File: src/rtl/s8dfc_pkg.sv
// Shared types and constants for the sum8 delimited frame checker.
package s8dfc_pkg;

    localparam logic [7:0] START_MARK  = 8'h40;
    localparam logic [7:0] EQUALS_MARK = 8'h3D;
    localparam logic [7:0] END_MARK    = 8'h23;
    localparam logic [9:0] FRAME_OVERHEAD = 10'd6;
    localparam int unsigned POS_W = 9;
    localparam logic [POS_W-1:0] POS_MAX = '1;

    typedef enum logic [1:0] {
        ST_GOOD       = 2'd0,
        ST_MARKER_ERR = 2'd1,
        ST_LENGTH_ERR = 2'd2,
        ST_CHECK_ERR  = 2'd3
    } t_status;

    typedef struct packed {
        t_status    status;
        logic [7:0] format_number;
        logic [7:0] payload_length;
    } t_result;

endpackage

File: src/rtl/s8dfc_tracker.sv
// Per-frame state registers and status evaluation at the final byte.
module s8dfc_tracker
    import s8dfc_pkg::*;
(
    input  logic          i_clk,
    input  logic          i_rst_n,
    input  logic          i_accept,
    input  logic [7:0]    i_data_byte,
    input  logic          i_frame_end,
    input  logic [7:0]    i_highest_format,
    output logic          o_done,
    output t_result       o_result
);

    logic [POS_W-1:0] r_pos, n_pos;
    logic             r_start_ok, n_start_ok;
    logic             r_equals_ok, n_equals_ok;
    logic [7:0]       r_format, n_format;
    logic [7:0]       r_length, n_length;
    logic [7:0]       r_sum, n_sum;
    logic [7:0]       r_prev, n_prev;
    logic [7:0]       r_prev2, n_prev2;
    logic [9:0]       frame_len;
    logic [9:0]       claimed_len;

    always_comb begin
        n_start_ok  = (r_pos == POS_W'(0)) ? (i_data_byte == START_MARK) : r_start_ok;
        n_format    = (r_pos == POS_W'(1)) ? i_data_byte : r_format;
        n_length    = (r_pos == POS_W'(2)) ? i_data_byte : r_length;
        n_equals_ok = (r_pos == POS_W'(3)) ? (i_data_byte == EQUALS_MARK) : r_equals_ok;
        n_sum       = (r_pos >= POS_W'(6)) ? r_sum + r_prev2 : r_sum;
        n_prev      = i_data_byte;
        n_prev2     = r_prev;
        n_pos       = (r_pos == POS_MAX) ? POS_MAX : r_pos + POS_W'(1);

        frame_len   = {1'b0, r_pos} + 10'd1;
        claimed_len = {2'b00, n_length} + FRAME_OVERHEAD;

        o_done                  = i_accept && i_frame_end;
        o_result.format_number  = n_format;
        o_result.payload_length = n_length;
        if (r_pos < POS_W'(3) || !n_start_ok || !n_equals_ok || i_data_byte != END_MARK) begin
            o_result.status = ST_MARKER_ERR;
        end else if (frame_len != claimed_len) begin
            o_result.status = ST_LENGTH_ERR;
        end else if (n_format > i_highest_format || n_sum != r_prev) begin
            o_result.status = ST_CHECK_ERR;
        end else begin
            o_result.status = ST_GOOD;
        end
    end

    always_ff @(posedge i_clk) begin
        if (!i_rst_n) begin
            r_pos       <= '0;
            r_start_ok  <= 1'b0;
            r_equals_ok <= 1'b0;
            r_format    <= '0;
            r_length    <= '0;
            r_sum       <= '0;
            r_prev      <= '0;
            r_prev2     <= '0;
        end else if (i_accept) begin
            if (i_frame_end) begin
                r_pos       <= '0;
                r_start_ok  <= 1'b0;
                r_equals_ok <= 1'b0;
                r_format    <= '0;
                r_length    <= '0;
                r_sum       <= '0;
                r_prev      <= '0;
                r_prev2     <= '0;
            end else begin
                r_pos       <= n_pos;
                r_start_ok  <= n_start_ok;
                r_equals_ok <= n_equals_ok;
                r_format    <= n_format;
                r_length    <= n_length;
                r_sum       <= n_sum;
                r_prev      <= n_prev;
                r_prev2     <= n_prev2;
            end
        end
    end

endmodule

File: config.mk
export PLATFORM = sky130hd
export DESIGN_NAME = s8dfc_tracker
export DESIGN_NICKNAME = d
export VERILOG_FILES = /design/src/rtl/s8dfc_pkg.sv /design/src/rtl/s8dfc_tracker.sv
export SDC_FILE = /design/constraint.sdc
export NUM_CORES = 1
export LEC_CHECK = 0
export ABC_AREA = 1
export BUFFER_PORTS_ARGS = -buffer_cell sky130_fd_sc_hd__buf_2
export CAP_MARGIN = 5
export CORE_MARGIN = 4
export CORE_UTILIZATION = 52
export CTS_CLUSTER_SIZE = 20
export DETAILED_ROUTE_END_ITERATION = 10
export MAX_ROUTING_LAYER = met4
export PLACE_DENSITY = 0.75
export SYNTH_ARGS = -nofsm -noshare
export SYNTH_HDL_FRONTEND = slang
export SYNTH_SLANG_ARGS = --single-unit
File: constraint.sdc
create_clock -name i_clk -period 2.7 [get_ports i_clk]
set_input_delay 0.27 -clock i_clk [delete_from_list [all_inputs] [get_ports i_clk]]
set_output_delay 0.27 -clock i_clk [all_outputs]
set_load 0.1 [all_outputs]
# After elaboration in Yosys (flattened, before gate mapping)
# Cells that the tools add are included.
# totals
ff_bits,51
inputBits,20
word_cells,49
# classes
addsub,4
magnitude_cmp,3
n_eq_ne,9
mux,17
n_reduce_logical,8
# op_table
operator,n
$mux W8,8
$eq A9 B2 Y1 const B,2
$mux W9,2
$add A9 B1 Y10 const B,1
$ne A10 B9 Y1,1
$add A8 B3 Y9 const B,1
$add A9 B1 Y9 const B,1
$eq A9 B1 Y1 const B,1
$eq A9 B9 Y1 const B,1
$ge A9 B3 Y1 const B,1
$logic_not A9 Y1,1
$lt A9 B2 Y1 const B,1
$add A8 B8 Y8,1
$eq A8 B6 Y1 const B,1
$eq A8 B7 Y1 const B,1
$gt A8 B8 Y1,1
$ne A8 B6 Y1 const B,1
$ne A8 B8 Y1,1
$mux W2,3
$logic_or A1 B1 Y1,4
$mux W1,4
$logic_not A1 Y1,2
$logic_and A1 B1 Y1,1

# Depth between registers and ports, before layout
# logic_depth
depth_word,7
mapped_depth,23

# Worst setup path before layout
# No wires, ideal clock.
# synth_path
path_kind,flip-flop to output port
startpoint,reg r_pos[3]
endpoint,out o_result[17] (netlist name)
t_arrival_ps,5267
required_ps,2430
path_slack_ps,-2837
path_stages_with_launch,22
cell_sequence,dfxtp_1 -> inv_2 -> nand2_2 -> nor2_1 -> nand2_1 -> nor2_1 -> o21ai_0 -> inv_1 -> ha_1 -> nor2_1 -> o21ai_0 -> nand2_1 -> nand2_1 -> nand2_1 -> nand2_1 -> nand2_1 -> nor2_1 -> nand2_1 -> nor2_1 -> nand4_1 -> nor2_1 -> nor2_1
# synth_rtl
element,line_no,source
start: declaration,s8dfc_tracker.sv:15,"logic [POS_W-1:0] r_pos, n_pos;"
start signal: assignment,s8dfc_tracker.sv:74,r_pos <= n_pos;
end: declaration,s8dfc_tracker.sv:12,output t_result o_result

==> metrics.txt <==
outcome=finished, violations left; failing checks=setup timing; most used cell, CP=nand2_1; RSZ-0062 raised after global routing=yes; Final ANT Viol Nets=0; R2R Setup Slk=about 610 ps; Setup Skew=7.42 ps; Via density=between 5 and 6; Worst R2R End=r_pos[2]$_SDFFE_PN0P_; Buffers on Ports=38; top cells by area, synth=dfxtp_1 28%, nand2_1 21%, a21oi_1 8.5%, ha_1 7.4%, nand3_1 7.2%; Worst-path clk slew=about 100 ps; gr ovfl total=0; DRC viols=0; vias in the first global route=slightly below 4000; clock latency on the worst-skew pair=approximately 310 ps; clock tree buffer depth=2; R2R cell count=13; WL/cell=13.4 um; 1st-iter DRT viols=just over 300; CP arrival=3060 ps; Tcrit/Tclk final=123%; crit path buf inv count=4; Initial Utilization=between 50% and 60%; Yosys warning count=0; sequential fraction of design power=between 40 and 50%; Yosys top cell area share=27.6%; Net Count, Synth=about 640; CTS H-tree lvls=2; critical hold path startpoint=i_data_byte[2]; final hold vios=0; initial antenna violation count=0; reg2reg start=r_pos[0]$_SDFFE_PN0P_; core footprint=slightly below 7000 um2; CTS tree=built; worst hold path class=in2reg; total power=approximately 1.6 mW; slowest CP cell=dfxtp_2; worst hold stages=3; Switching Fraction=around a third; slew at the pin closest to its max-slew limit=about 610 ps; cell row count=30; Total GRT Usage=between 20 and 30%; Register Area=around 1000 um2; worst path required time=2430 ps; EDFF count, synth=0; Synth cell types=36; NumNets Final=738; Horiz. Die Dim=92.3 um; Final setup viols=2; Seq/Total Area, Yosys=27.6%; Post-synth ARST share=0%; CP peak stage delay=340 ps; final slew viol count=0; total internal power=roughly 1.1 mW; Synth Cell Area=approximately 3700 um2; mean post-synth cell area=between 6 and 7 um2; first-pass GRT wire length=around 18000 um; IO Count=39; count leader, synth=nand2_1; DP Area=4590 um2; share of layout cells above drive strength 1=between 20% and 30%; Worst Hold Path EP=n_prev2[2]$_SDFFE_PN0P_; hpwl dp=between 7000 and 8000 um; crit path cell chain=inv_2, nand2_4, nor2_4, nand2_2, nor2_4, buf_12, nor2_2, a21oi_4, ha_4, nand2_1, inv_1, o21ai_1, nand2_1, nand2_1, nand2_1, nand2_1, nand2_1, nor2_1, nand2_1, nor2_2, nand4_1, nor2_2, nor2_4, buf_12; diode count=0; clock share of power=between 20 and 30%; via count=between 4000 and 5000; routability cong.=around 0.9; Post-synth top cells=202 x nand2_1, 63 x a21oi_1, 63 x inv_1, 53 x nand3_1, 51 x dfxtp_1; Syn Inst Count=592; Fmax=0.300 GHz; crit-path max FO=8; die height=92.3 um; Most used DFF post-synth=dfxtp_1; Comb power frac=23.0%; pin count of the biggest net entering global routing=52; Switch Pwr=roughly 0.55 mW; Leakage=approximately 2.3 nW; Clock Tree Root=clkbuf_8; PnR worst setup slack=-632 ps; number of CTS-inserted buffers=5; multi-input logic area=approximately 2500 um2; post-route cell area=4880 um2; Synth Register Bits=between 50 and 60; minimum clock period=3330 ps; maxcap violations=0; peak supply drop=0.000261 V; Slew Limit Headroom=about three fifths; CP endpoint kind=output pin; synthesis-to-layout area growth=31.9%; Yosys top cell by area=dfxtp_1; Routed WL=~11000 um; first drt pass iteration count=5; Top delay family on crit path=simple AND/OR/NAND/NOR gates; critical path class=reg2out; fill count=between 500 and 600; clock sinks=51; crit start category=register; die area=between 8000 and 9000 um2; cell area power density=331 nW/um2
==> cell usage in the layout, fill, tap and decap left out, types with 7 or more instances in the layout <==
cell type	instances
nand4_1	12
a21oi_4	7
nand3_1	52
nor2_2	10
dfxtp_1	48
nand2_4	7
nand2_1	200
nor2_1	27
ha_1	17
buf_2	34
a21oi_1	55
inv_1	63
o21ai_0	8
nand2_2	7
buf_4	75
==> worst max-delay path by stage <==
stage	startpoint	endpoint	slack, ps	depth (start not counted)
detailed placement	r_pos[2]$_SDFFE_PN0P_	o_result[17]	-410	24
finish	r_pos[2]$_SDFFE_PN0P_	o_result[17]	-630	24
floorplan	r_pos[3]$_SDFFE_PN0P_	o_result[17]	-640	23
global placement	r_pos[2]$_SDFFE_PN0P_	o_result[17]	-350	24
global route	r_pos[2]$_SDFFE_PN0P_	o_result[17]	-830	23
CTS	r_pos[2]$_SDFFE_PN0P_	o_result[17]	-590	24
==> timing repair <==
item | 4_1_cts | 5_1_grt
pin swaps | 14 | 2
setup buffers | 6 | 3
hold buffers | 0 | 0
endpoints found under the setup margin | 2 | 4
cloned | 1 | 0
resized for setup | 22 | 4
==> per-layer routing <==
metal | global-route usage [%] | vias to the layer above | wire (um)
met1 | 34.8 | 1874 | 5000
met2 | 40.7 | 119 | 4850
li1 | - | 2100 | -
met3 | 3.33 | 24 | 566
met4 | 8.54 | 0 | 237
met5 | - | - | 0
==> state kept, by name (all words and copies together) (netlist names) <==
register     cells
r_pos            9
n_prev2          8
r_format         8
r_length         8
r_prev2          8
r_sum            8
r_equals_ok      1
r_start_ok       1
==> final cells by class <==
| class | count | area share [%] |
|---|---|---|
| Inverter | 72 | 5.57 |
| Clock inverter | 3 | 0.385 |
| Tap cell | 96 | 2.46 |
| Timing Repair Buffer | 115 | 17.1 |
| Multi-Input combinational cell | 450 | 52.0 |
| Sequential cell | 51 | 21.0 |
| Clock buffer | 5 | 1.41 |
==> cells by family (layout without fill, tap and decap cells) <==
group / after synthesis / in the layout / share of synthesized area [%]
flops: 51 / 51 / 27.6
fa+ha+maj: 23 / 23 / 7.99
xor+xnor: 9 / 9 / 2.13
buf+inv: 91 / 195 / 9.88
compound gates: 81 / 81 / 11.8
simple gates: 337 / 337 / 40.6
==> worst reg2reg max path, cell delays in order, from the launching register on <==
cell	delay, ps
dfxtp_1	350
buf_4	110
buf_4	120
ha_1	170
nand2_1	60
nor2_1	120
nand4_1	120
nor2_1	160
buf_4	130
ha_1	290
inv_1	100
nand2_1	80
nand2_1	60
a21oi_1	150
==> per-stage QoR <==
| stage | cells | TNS [ps] | setup WS (ps) | util [%] | hold slack [ps] |
|---|---|---|---|---|---|
| final | 792 | -1220 | -632 | 71.0 | 226 |
| after global routing | 792 | -1620 | -835 | 71.0 | 225 |
| after CTS | 789 | -1130 | -588 | 70.4 | 214 |
| after detailed placement | 774 | -802 | -415 | 66.8 | 457 |
| after global placement | 774 | -688 | -350 | 66.8 | 452 |
| after floorplan | 592 | -1280 | -641 | - | 415 |
==> power by group through the flow <==
stage	Combinational [mW]	Sequential, mW	Clock, mW
floorplan	0.234	0.785	0
global placement	0.333	0.786	0
detailed placement	0.337	0.787	0
CTS	0.358	0.770	0.476
global route	0.400	0.772	0.508
finish	0.372	0.770	0.472
Power figures use the tool's default switching activity.
